`config.mk`:
```
export PLATFORM = sky130hd
export DESIGN_NAME = triangle_lagrange_basis_eval
export DESIGN_NICKNAME = d
export VERILOG_FILES = /design/src/rtl/tlbe_pkg.sv /design/src/rtl/triangle_lagrange_basis_eval.sv /design/src/rtl/tlbe_ctrl.sv /design/src/rtl/tlbe_dp.sv
export SDC_FILE = /design/constraint.sdc
export NUM_CORES = 2
export LEC_CHECK = 0
export BUFFER_PORTS_ARGS = -buffer_cell sky130_fd_sc_hd__buf_2
export CAP_MARGIN = 30
export CORE_MARGIN = 2
export CORE_UTILIZATION = 56
export DETAILED_ROUTE_END_ITERATION = 12
export GPL_TIMING_DRIVEN = 0
export MAX_ROUTING_LAYER = met4
export PLACE_DENSITY_LB_ADDON = 0.3
export SLEW_MARGIN = 20
export SYNTH_ARGS = -nofsm -noshare
export SYNTH_HDL_FRONTEND = slang
export SYNTH_SLANG_ARGS = --single-unit
```
`constraint.sdc`:
```
create_clock -name i_clk -period 22.6 [get_ports i_clk]
set_clock_uncertainty 0.05 [all_clocks]
set_input_delay 4.52 -clock i_clk [delete_from_list [all_inputs] [get_ports i_clk]]
set_output_delay 4.52 -clock i_clk [all_outputs]
set_load 0.05 [all_outputs]
```
`src/rtl/tlbe_pkg.sv`:
```
package tlbe_pkg;

    // default fixed-point fraction width
    localparam int FRAC_BITS_DEF = 16;

    // fixed field widths
    localparam int COORD_W   = 18;
    localparam int VAL_W     = 32;
    localparam int IDX_W     = 3;
    localparam int NUM_BASIS = 6;

    // element order, as carried in the input tuser
    typedef enum logic [1:0] {
        MODE_P0  = 2'd0,
        MODE_P1  = 2'd1,
        MODE_P2  = 2'd2,
        MODE_BAD = 2'd3
    } t_mode;

    // last basis index of each order
    localparam logic [IDX_W-1:0] LAST_P0 = 3'd0;
    localparam logic [IDX_W-1:0] LAST_P1 = 3'd2;
    localparam logic [IDX_W-1:0] LAST_P2 = 3'd5;

    // operand pair of the shared multiplier
    typedef enum logic [1:0] {
        MUL_XX = 2'd0,
        MUL_XY = 2'd1,
        MUL_YY = 2'd2,
        MUL_NV = 2'd3
    } t_mul_sel;

    // sequencer states
    typedef enum logic [3:0] {
        ST_IDLE,
        ST_MXX,
        ST_MXY,
        ST_MYY,
        ST_VAL,
        ST_PROD,
        ST_ACC,
        ST_BAD,
        ST_OUT
    } t_state;

    // controller to datapath commands
    typedef struct packed {
        logic             load_in;
        logic             mul_en;
        t_mul_sel         mul_sel;
        logic             val_en;
        logic             acc_en;
        logic             bad_en;
        t_mode            mode;
        logic [IDX_W-1:0] idx;
        logic             last;
    } t_cmd;

endpackage

```
`src/rtl/triangle_lagrange_basis_eval.sv`:
```
// Sequence: after the input transfer, P2 first forms x*x, x*y and y*y; P0 and P1 go straight to the bases.
// Each basis result then passes through value, multiply, accumulate and output states, plus stall time.
// The single shared 32x32 multiplier serves every product; a new item is taken only once the last result
// of the previous item is accepted. An invalid order goes through ST_BAD to one result with bad_type set.
// Reset: synchronous active-low i_rst_n returns the sequencer to idle, no output pending.
module triangle_lagrange_basis_eval import tlbe_pkg::*; #(
    parameter int FRAC_BITS = FRAC_BITS_DEF
) (
    input  logic         i_clk,
    input  logic         i_rst_n,
    // input stream
    input  logic         i_s_tvalid,
    output logic         o_s_tready,
    // coord_x, coord_y, node_value_0 .. node_value_5, zero pad
    input  logic [231:0] i_s_tdata,
    // mode
    input  logic [1:0]   i_s_tuser,
    // result stream
    output logic         o_m_tvalid,
    input  logic         i_m_tready,
    // basis_index, basis_value, basis_grad_x, basis_grad_y, partial_sum, zero pad
    output logic [135:0] o_m_tdata,
    // bad_type
    output logic [0:0]   o_m_tuser,
    output logic         o_m_tlast
);

    t_cmd cmd;

    // sequencer
    tlbe_ctrl u_ctrl (
        .i_clk      (i_clk),
        .i_rst_n    (i_rst_n),
        .i_s_tvalid (i_s_tvalid),
        .o_s_tready (o_s_tready),
        .i_mode     (t_mode'(i_s_tuser)),
        .o_m_tvalid (o_m_tvalid),
        .i_m_tready (i_m_tready),
        .o_cmd      (cmd)
    );

    // arithmetic
    tlbe_dp #(
        .FRAC_BITS (FRAC_BITS)
    ) u_dp (
        .i_clk     (i_clk),
        .i_cmd     (cmd),
        .i_s_tdata (i_s_tdata),
        .o_m_tdata (o_m_tdata),
        .o_m_tuser (o_m_tuser),
        .o_m_tlast (o_m_tlast)
    );

endmodule

```
`src/rtl/tlbe_ctrl.sv`:
```
module tlbe_ctrl import tlbe_pkg::*; (
    input  logic i_clk,
    input  logic i_rst_n,
    input  logic i_s_tvalid,
    output logic o_s_tready,
    input  t_mode i_mode,
    output logic o_m_tvalid,
    input  logic i_m_tready,
    output t_cmd o_cmd
);

    t_state           r_state, n_state;
    t_mode            r_mode, n_mode;
    logic [IDX_W-1:0] r_idx, n_idx;
    logic [IDX_W-1:0] last_idx;
    logic             s_xfer;
    logic             m_xfer;
    logic             is_last;

    assign s_xfer = i_s_tvalid && (r_state == ST_IDLE);
    assign m_xfer = i_m_tready && (r_state == ST_OUT);

    // last basis index for the current order
    always_comb begin
        unique case (r_mode)
            MODE_P0: last_idx = LAST_P0;
            MODE_P1: last_idx = LAST_P1;
            MODE_P2: last_idx = LAST_P2;
            default: last_idx = LAST_P0;
        endcase
    end

    assign is_last = (r_idx == last_idx) || (r_mode == MODE_BAD);

    // next state
    always_comb begin
        n_state = r_state;
        n_mode  = r_mode;
        n_idx   = r_idx;
        unique case (r_state)
            ST_IDLE: begin
                if (s_xfer) begin
                    n_mode = i_mode;
                    n_idx  = '0;
                    unique case (i_mode)
                        MODE_P2:  n_state = ST_MXX;
                        MODE_BAD: n_state = ST_BAD;
                        default:  n_state = ST_VAL;
                    endcase
                end
            end
            ST_MXX:  n_state = ST_MXY;
            ST_MXY:  n_state = ST_MYY;
            ST_MYY:  n_state = ST_VAL;
            ST_VAL:  n_state = ST_PROD;
            ST_PROD: n_state = ST_ACC;
            ST_ACC:  n_state = ST_OUT;
            ST_BAD:  n_state = ST_OUT;
            ST_OUT: begin
                if (m_xfer) begin
                    if (is_last) begin
                        n_state = ST_IDLE;
                    end else begin
                        n_idx   = r_idx + 3'd1;
                        n_state = ST_VAL;
                    end
                end
            end
            default: n_state = ST_IDLE;
        endcase
    end

    // outputs and commands
    always_comb begin
        o_cmd         = '0;
        o_cmd.mul_sel = MUL_XX;
        o_cmd.mode    = r_mode;
        o_cmd.idx     = r_idx;
        o_cmd.last    = is_last;
        o_s_tready    = 1'b0;
        o_m_tvalid    = 1'b0;
        unique case (r_state)
            ST_IDLE: begin
                o_s_tready    = 1'b1;
                o_cmd.load_in = s_xfer;
            end
            ST_MXX: begin
                o_cmd.mul_en  = 1'b1;
                o_cmd.mul_sel = MUL_XX;
            end
            ST_MXY: begin
                o_cmd.mul_en  = 1'b1;
                o_cmd.mul_sel = MUL_XY;
            end
            ST_MYY: begin
                o_cmd.mul_en  = 1'b1;
                o_cmd.mul_sel = MUL_YY;
            end
            ST_VAL:  o_cmd.val_en = 1'b1;
            ST_PROD: begin
                o_cmd.mul_en  = 1'b1;
                o_cmd.mul_sel = MUL_NV;
            end
            ST_ACC:  o_cmd.acc_en = 1'b1;
            ST_BAD:  o_cmd.bad_en = 1'b1;
            ST_OUT:  o_m_tvalid   = 1'b1;
            default: ;
        endcase
    end

    // state registers
    always_ff @(posedge i_clk) begin
        if (!i_rst_n) begin
            r_state <= ST_IDLE;
            r_mode  <= MODE_P0;
            r_idx   <= '0;
        end else begin
            r_state <= n_state;
            r_mode  <= n_mode;
            r_idx   <= n_idx;
        end
    end

endmodule

```
`src/rtl/tlbe_dp.sv`:
```
module tlbe_dp import tlbe_pkg::*; #(
    parameter int FRAC_BITS = FRAC_BITS_DEF
) (
    input  logic         i_clk,
    input  t_cmd         i_cmd,
    input  logic [231:0] i_s_tdata,
    output logic [135:0] o_m_tdata,
    output logic [0:0]   o_m_tuser,
    output logic         o_m_tlast
);

    // working width for basis values before the final shift
    localparam int PW = 2 * COORD_W;
    localparam int AW = (FRAC_BITS > COORD_W - 1) ? 2 * FRAC_BITS : FRAC_BITS + COORD_W - 1;
    localparam int VW = ((AW > PW) ? AW : PW) + 5;
    localparam int SW = 2 * VAL_W + 1;

    localparam logic signed [VW-1:0] ONE_V = VW'(1) <<< FRAC_BITS;
    localparam logic signed [VW-1:0] OO_V  = VW'(1) <<< (2 * FRAC_BITS);
    localparam logic signed [VW-1:0] VMAX  = $signed({{(VW-31){1'b0}}, {31{1'b1}}});
    localparam logic signed [VW-1:0] VMIN  = $signed({{(VW-31){1'b1}}, {31{1'b0}}});
    localparam logic signed [SW-1:0] SMAX  = $signed({{(SW-31){1'b0}}, {31{1'b1}}});
    localparam logic signed [SW-1:0] SMIN  = $signed({{(SW-31){1'b1}}, {31{1'b0}}});

    function automatic logic signed [VAL_W-1:0] sat_v(input logic signed [VW-1:0] v);
        logic signed [VW-1:0] t;
        t = v;
        if (t > VMAX) t = VMAX;
        if (t < VMIN) t = VMIN;
        return t[VAL_W-1:0];
    endfunction

    function automatic logic signed [VAL_W-1:0] sat_s(input logic signed [SW-1:0] v);
        logic signed [SW-1:0] t;
        t = v;
        if (t > SMAX) t = SMAX;
        if (t < SMIN) t = SMIN;
        return t[VAL_W-1:0];
    endfunction

    // item registers
    logic signed [COORD_W-1:0] r_x, r_y;
    logic signed [VAL_W-1:0]   r_nv [NUM_BASIS];
    logic signed [PW-1:0]      r_xx, r_xy, r_yy;
    logic signed [VAL_W-1:0]   r_val, r_gx, r_gy, r_acc;
    logic signed [2*VAL_W-1:0] r_prod;

    // result registers
    logic [IDX_W-1:0]        r_o_idx;
    logic signed [VAL_W-1:0] r_o_val, r_o_gx, r_o_gy, r_o_sum;
    logic                    r_o_last, r_o_bad;

    logic signed [VAL_W-1:0]   mul_a, mul_b;
    logic signed [2*VAL_W-1:0] mul_p;
    logic signed [VW-1:0]      ex, ey, xo, yo, exx, exy, eyy;
    logic signed [VW-1:0]      q, v_full, g_x, g_y;
    logic signed [2*VAL_W-1:0] prod_sh;
    logic signed [SW-1:0]      sum;

    // shared multiplier operand select
    always_comb begin
        case (i_cmd.mul_sel)
            MUL_XX: begin
                mul_a = VAL_W'(r_x);
                mul_b = VAL_W'(r_x);
            end
            MUL_XY: begin
                mul_a = VAL_W'(r_x);
                mul_b = VAL_W'(r_y);
            end
            MUL_YY: begin
                mul_a = VAL_W'(r_y);
                mul_b = VAL_W'(r_y);
            end
            default: begin
                mul_a = r_val;
                mul_b = r_nv[i_cmd.idx];
            end
        endcase
    end

    assign mul_p = mul_a * mul_b;

    assign ex  = VW'(r_x);
    assign ey  = VW'(r_y);
    assign xo  = ex <<< FRAC_BITS;
    assign yo  = ey <<< FRAC_BITS;
    assign exx = VW'(r_xx);
    assign exy = VW'(r_xy);
    assign eyy = VW'(r_yy);

    // basis value and gradients for the current index
    always_comb begin
        q      = '0;
        v_full = '0;
        g_x    = '0;
        g_y    = '0;
        case (i_cmd.mode)
            MODE_P0: v_full = ONE_V;
            MODE_P1: begin
                case (i_cmd.idx)
                    3'd0: begin
                        v_full = ONE_V - ex - ey;
                        g_x    = -ONE_V;
                        g_y    = -ONE_V;
                    end
                    3'd1: begin
                        v_full = ex;
                        g_x    = ONE_V;
                    end
                    default: begin
                        v_full = ey;
                        g_y    = ONE_V;
                    end
                endcase
            end
            MODE_P2: begin
                case (i_cmd.idx)
                    3'd0: begin
                        q   = OO_V - 3 * xo - 3 * yo + 2 * exx + 2 * eyy + 4 * exy;
                        g_x = -3 * ONE_V + 4 * ex + 4 * ey;
                        g_y = -3 * ONE_V + 4 * ey + 4 * ex;
                    end
                    3'd1: begin
                        q   = 4 * xo - 4 * exx - 4 * exy;
                        g_x = 4 * ONE_V - 8 * ex - 4 * ey;
                        g_y = -4 * ex;
                    end
                    3'd2: begin
                        q   = 2 * exx - xo;
                        g_x = 4 * ex - ONE_V;
                    end
                    3'd3: begin
                        q   = 4 * exy;
                        g_x = 4 * ey;
                        g_y = 4 * ex;
                    end
                    3'd4: begin
                        q   = 2 * eyy - yo;
                        g_y = 4 * ey - ONE_V;
                    end
                    default: begin
                        q   = 4 * yo - 4 * eyy - 4 * exy;
                        g_x = -4 * ey;
                        g_y = 4 * ONE_V - 8 * ey - 4 * ex;
                    end
                endcase
                // arithmetic shift floors toward minus infinity
                v_full = q >>> FRAC_BITS;
            end
            default: ;
        endcase
    end

    // interpolation term and running sum
    assign prod_sh = r_prod >>> FRAC_BITS;
    assign sum     = SW'(r_acc) + SW'(prod_sh);

    // item capture and working registers
    always_ff @(posedge i_clk) begin
        if (i_cmd.load_in) begin
            r_x   <= i_s_tdata[17:0];
            r_y   <= i_s_tdata[35:18];
            for (int i = 0; i < NUM_BASIS; i++) begin
                r_nv[i] <= i_s_tdata[36 + VAL_W*i +: VAL_W];
            end
            r_acc <= '0;
        end
        if (i_cmd.mul_en) begin
            case (i_cmd.mul_sel)
                MUL_XX:  r_xx   <= mul_p[PW-1:0];
                MUL_XY:  r_xy   <= mul_p[PW-1:0];
                MUL_YY:  r_yy   <= mul_p[PW-1:0];
                default: r_prod <= mul_p;
            endcase
        end
        if (i_cmd.val_en) begin
            r_val <= sat_v(v_full);
            r_gx  <= sat_v(g_x);
            r_gy  <= sat_v(g_y);
        end
        if (i_cmd.acc_en) begin
            r_acc <= sat_s(sum);
        end
    end

    // result register
    always_ff @(posedge i_clk) begin
        if (i_cmd.acc_en) begin
            r_o_idx  <= i_cmd.idx;
            r_o_val  <= r_val;
            r_o_gx   <= r_gx;
            r_o_gy   <= r_gy;
            r_o_sum  <= sat_s(sum);
            r_o_last <= i_cmd.last;
            r_o_bad  <= 1'b0;
        end else if (i_cmd.bad_en) begin
            r_o_idx  <= '0;
            r_o_val  <= '0;
            r_o_gx   <= '0;
            r_o_gy   <= '0;
            r_o_sum  <= '0;
            r_o_last <= 1'b1;
            r_o_bad  <= 1'b1;
        end
    end

    assign o_m_tdata = {5'b0, r_o_sum, r_o_gy, r_o_gx, r_o_val, r_o_idx};
    assign o_m_tuser = r_o_bad;
    assign o_m_tlast = r_o_last;

endmodule
```
==> results.rst <==
.. list-table::
   :header-rows: 1

   * - Metric
     - Value
   * - Result of the run
     - finished, final reports clean
   * - Layout fillers
     - 11.96k
   * - Final count of hold timing violations
     - 0
   * - Total negative setup slack
     - 0 ps
   * - Wire length of the first global-routing pass
     - around 430 mm
   * - RSZ-0062 raised after global routing
     - no
   * - Top area cells in the synthesized netlist
     - sky130_fd_sc_hd__fa_1 29%, sky130_fd_sc_hd__edfxtp_1 24%, sky130_fd_sc_hd__ha_1 12%, sky130_fd_sc_hd__inv_1 6.6%, sky130_fd_sc_hd__nor2_1 3.3%
   * - Type of the worst setup path
     - reg2reg
   * - Total routing usage reported by global routing
     - 41.79%
   * - Combined area of all synthesized cells
     - 0.07925 mm^2
   * - Highest Clock Rate
     - roughly 64 MHz
   * - Netlist cell types
     - 100
   * - Vias after detailed routing
     - 63.17k
   * - Routed wire length
     - between 200 and 300 mm
   * - Synthesis Warnings
     - 0
   * - Die Width
     - ~380 um
   * - Critical Path Slowest Stage Cell
     - sky130_fd_sc_hd__clkbuf_1
   * - Final-report max-slew violation count
     - 0
   * - Most frequent cell after synthesis
     - sky130_fd_sc_hd__inv_1
   * - Syn avg cell area
     - about 10 um^2
   * - Largest stage delay on the critical path
     - 820 ps
   * - GPL Wtd Cong
     - around 1.1
   * - Number of violations reported at the end of detailed-routing iteration 0
     - ~6.4k
   * - Part of the cycle the worst path needs
     - 68.66%
   * - Final setup violation count
     - 0
   * - Number of routed nets with antenna violations
     - 0
   * - Post-cts sizing count
     - 0
   * - Net total in the final layout
     - 10.53k
   * - Worst path arrival time
     - 15,890 ps
   * - Top cells by count, synth
     - 1,388 x sky130_fd_sc_hd__inv_1, 1,132 x sky130_fd_sc_hd__fa_1, 731 x sky130_fd_sc_hd__ha_1, 705 x sky130_fd_sc_hd__nor2_1, 626 x sky130_fd_sc_hd__edfxtp_1
   * - TritonRoute pass-1 iters
     - 9
   * - Cts-stage hold buffer count
     - 0
   * - Data required time of the critical path
     - about 23,000 ps
   * - Peak fanout along the critical path
     - 10
   * - Number of placement rows
     - 138
   * - Number of antenna violations at the first check in global routing
     - 20
   * - Core ar.
     - 0.1411 mm^2
   * - EDFF count, synth
     - 626
   * - Io pins
     - 378
   * - Most used DFF post-synth
     - sky130_fd_sc_hd__edfxtp_1
   * - Clock-pin slew of the registers on the worst-case setup and hold paths
     - 60 ps
   * - Asr flop ratio synth
     - 0%
   * - Clock root buffer
     - sky130_fd_sc_hd__clkbuf_16
   * - Setup fix buffers added after clock tree synthesis
     - 0
   * - Min-delay worst type
     - reg2reg
   * - Via count normalized by instance count
     - 6.074
   * - Post-synth top area cell
     - sky130_fd_sc_hd__fa_1
   * - Critical Path Source Type
     - flip-flop
   * - Area growth from synthesis to final layout
     - 9.940%
   * - Overflow left after global routing
     - 0
   * - Maximum level of the CTS H-tree
     - 3
   * - Post-detailed-route DRC marker count
     - 0
   * - Vias in the first global route
     - between 60k and 70k
   * - Max-slew headroom
     - between 20% and 30%
   * - Number of clock buffers inserted by TritonCTS
     - between 70 and 80
   * - Area share of the largest cell type after synthesis
     - 28.59%
   * - Period minus WS final
     - 15,520 ps
   * - Count of port buffers added during placement
     - 368
   * - Slew @ Worst Pin
     - roughly 1200 ps
   * - Y dimension of the die
     - roughly 380 um
   * - Synth Register Bits
     - 639
   * - Critical path buffers and inverters
     - 13
   * - Family of cells with the greatest summed delay on the critical path
     - adder cells
   * - Sinks on the clock net
     - 639
   * - Pin count of the biggest net entering global routing
     - 123
   * - DP HPWL
     - 239.4 mm
   * - Area enclosed by the die boundary
     - 0.1445 mm^2
   * - CTS tree
     - yes
   * - Number of cells produced by synthesis
     - 7,898
   * - Buffer depth of the longest clock path
     - 3
   * - Worst-Skew Late Latency
     - 760 ps
   * - Initial core utilization
     - 56.18%
   * - Seq/Total Area, Yosys
     - 24.05%
   * - Routed wire per std cell
     - 27.96 um
   * - Capturing element type of the critical path
     - flip-flop
   * - Maximum Capacitance Violations
     - 0
   * - Fraction of layout cells with a size suffix above 1
     - 8.734%
final cells by class:
cell class                      count  area [um^2]  share of cell area [%]
Antenna cell                       25        62.56                 0.07180
Buffer                            317         1320                   1.515
Clock buffer                       83         1907                   2.189
Clock inverter                     54        583.1                  0.6692
Inverter                         1393         5236                   6.010
Multi-Input combinational cell   5553        53820                   61.77
Sequential cell                   639        19060                   21.87
Tap cell                         1890         2365                   2.714
Timing Repair Buffer              445         2774                   3.184
worst reg2reg max path, delay by kind of cell (launching register included):
kind                       cells  cell delay (ps)
AOI/OAI and AO/OA              8             3120
xor gates and xnor gates       2              340
adders and majority gates     10             4910
buffers and inverters         13             4940
DFF                            1              300
and+or+nand+nor                5             1540
stage by stage:
stage	area (um^2)	instances	setup WS, ps	hold slack (ps)	util [%]
after CTS	86840	10354	7325	439.4	61.56
after global routing	87110	10390	6708	478.7	61.75
after detailed placement	84350	10217	7378	424.4	59.79
after global placement	83470	10160	6663	399.1	59.17
after floorplan	79270	7902	12310	441.6	-
final	87130	10399	7083	436.6	61.76
path summary, 6_finish.rpt:
| check | start | endpoint | slack, ps | cells after the start |
|---|---|---|---|---|
| max | u_ctrl.r_state[2] | u_dp.r_prod[63] | 7080 | 38 |
| min | u_dp.o_m_tuser | u_dp.o_m_tuser | 440 | 2 |
| max reg2reg | u_ctrl.r_state[2] | u_dp.r_prod[63] | 7080 | 38 |
| min reg2reg | u_dp.o_m_tuser | u_dp.o_m_tuser | 440 | 2 |
state kept, by name, indices dropped and copies added, names as in the netlist, 4 cells and up, named ones only:
signal          count
u_dp.r_o_gy        31
u_dp.r_acc         32
u_dp.r_o_sum       32
u_dp.r_o_gx        31
u_dp.r_gy          31
u_ctrl.r_state      4
u_dp.r_x           18
u_dp.r_y           18
u_dp.r_o_val       25
u_dp.r_prod        48
u_dp.r_yy          36
u_dp.r_nv         192
u_dp.r_xy          36
u_dp.r_xx          36
u_dp.r_gx          31
u_dp.r_val         25
cells by family (layout without fill, tap and decap cells):
logic type                 Yosys count  in the layout  share of synthesized area (%)
adders and majority gates         1863           1863                          40.14
and+or+nand+nor                   1820           1820                          10.36
buffers and inverters             1710           2292                          8.259
AOI/OAI and AO/OA                 1487           1487                          12.37
DFF                                639            639                          24.05
xor gates and xnor gates           300            300                          3.315
muxes                               78             78                          1.503
other                                1             30                       0.004732
routing by layer:
layer,GRT usage (%),wire length (um),up-vias
li1,-,-,27258
met1,49.24,105200,31444
met2,65.23,134400,3494
met3,8.615,27430,969
met4,27.47,23700,0
met5,-,0,-
placed cells by master, fill, tap and decap left out, drive strengths merged, types with 20 or more instances in the layout:
| cell type | synthesis | routed |
|---|---|---|
| fa | 1132 | 1132 |
| nand3 | 71 | 71 |
| ha | 731 | 731 |
| nor2 | 705 | 705 |
| a21oi | 436 | 436 |
| a221oi | 47 | 47 |
| nand2b | 69 | 69 |
| diode | 0 | 25 |
| a221o | 32 | 32 |
| xor2 | 89 | 89 |
| mux2i | 41 | 41 |
| o31ai | 23 | 23 |
| xnor2 | 211 | 211 |
| or3 | 20 | 20 |
| nor2b | 51 | 51 |
| or2 | 25 | 25 |
| a22oi | 31 | 31 |
| o21a | 81 | 81 |
| and3 | 48 | 48 |
| nand2 | 542 | 542 |
| o21ai | 308 | 308 |
| mux4 | 32 | 32 |
| clkinv | 5 | 44 |
| o21bai | 42 | 42 |
| nor3 | 66 | 66 |
| buf | 47 | 491 |
| edfxtp | 626 | 626 |
| a31oi | 36 | 36 |
| nand4 | 39 | 39 |
| clkbuf | 270 | 354 |
| a21o | 140 | 140 |
| a211oi | 53 | 53 |
| o221ai | 20 | 20 |
| inv | 1388 | 1391 |
| and2 | 122 | 122 |
| o211ai | 60 | 60 |
Power is not shown: default switching activity piles up to over one toggle a cycle in this logic, so the estimate is an artifact.
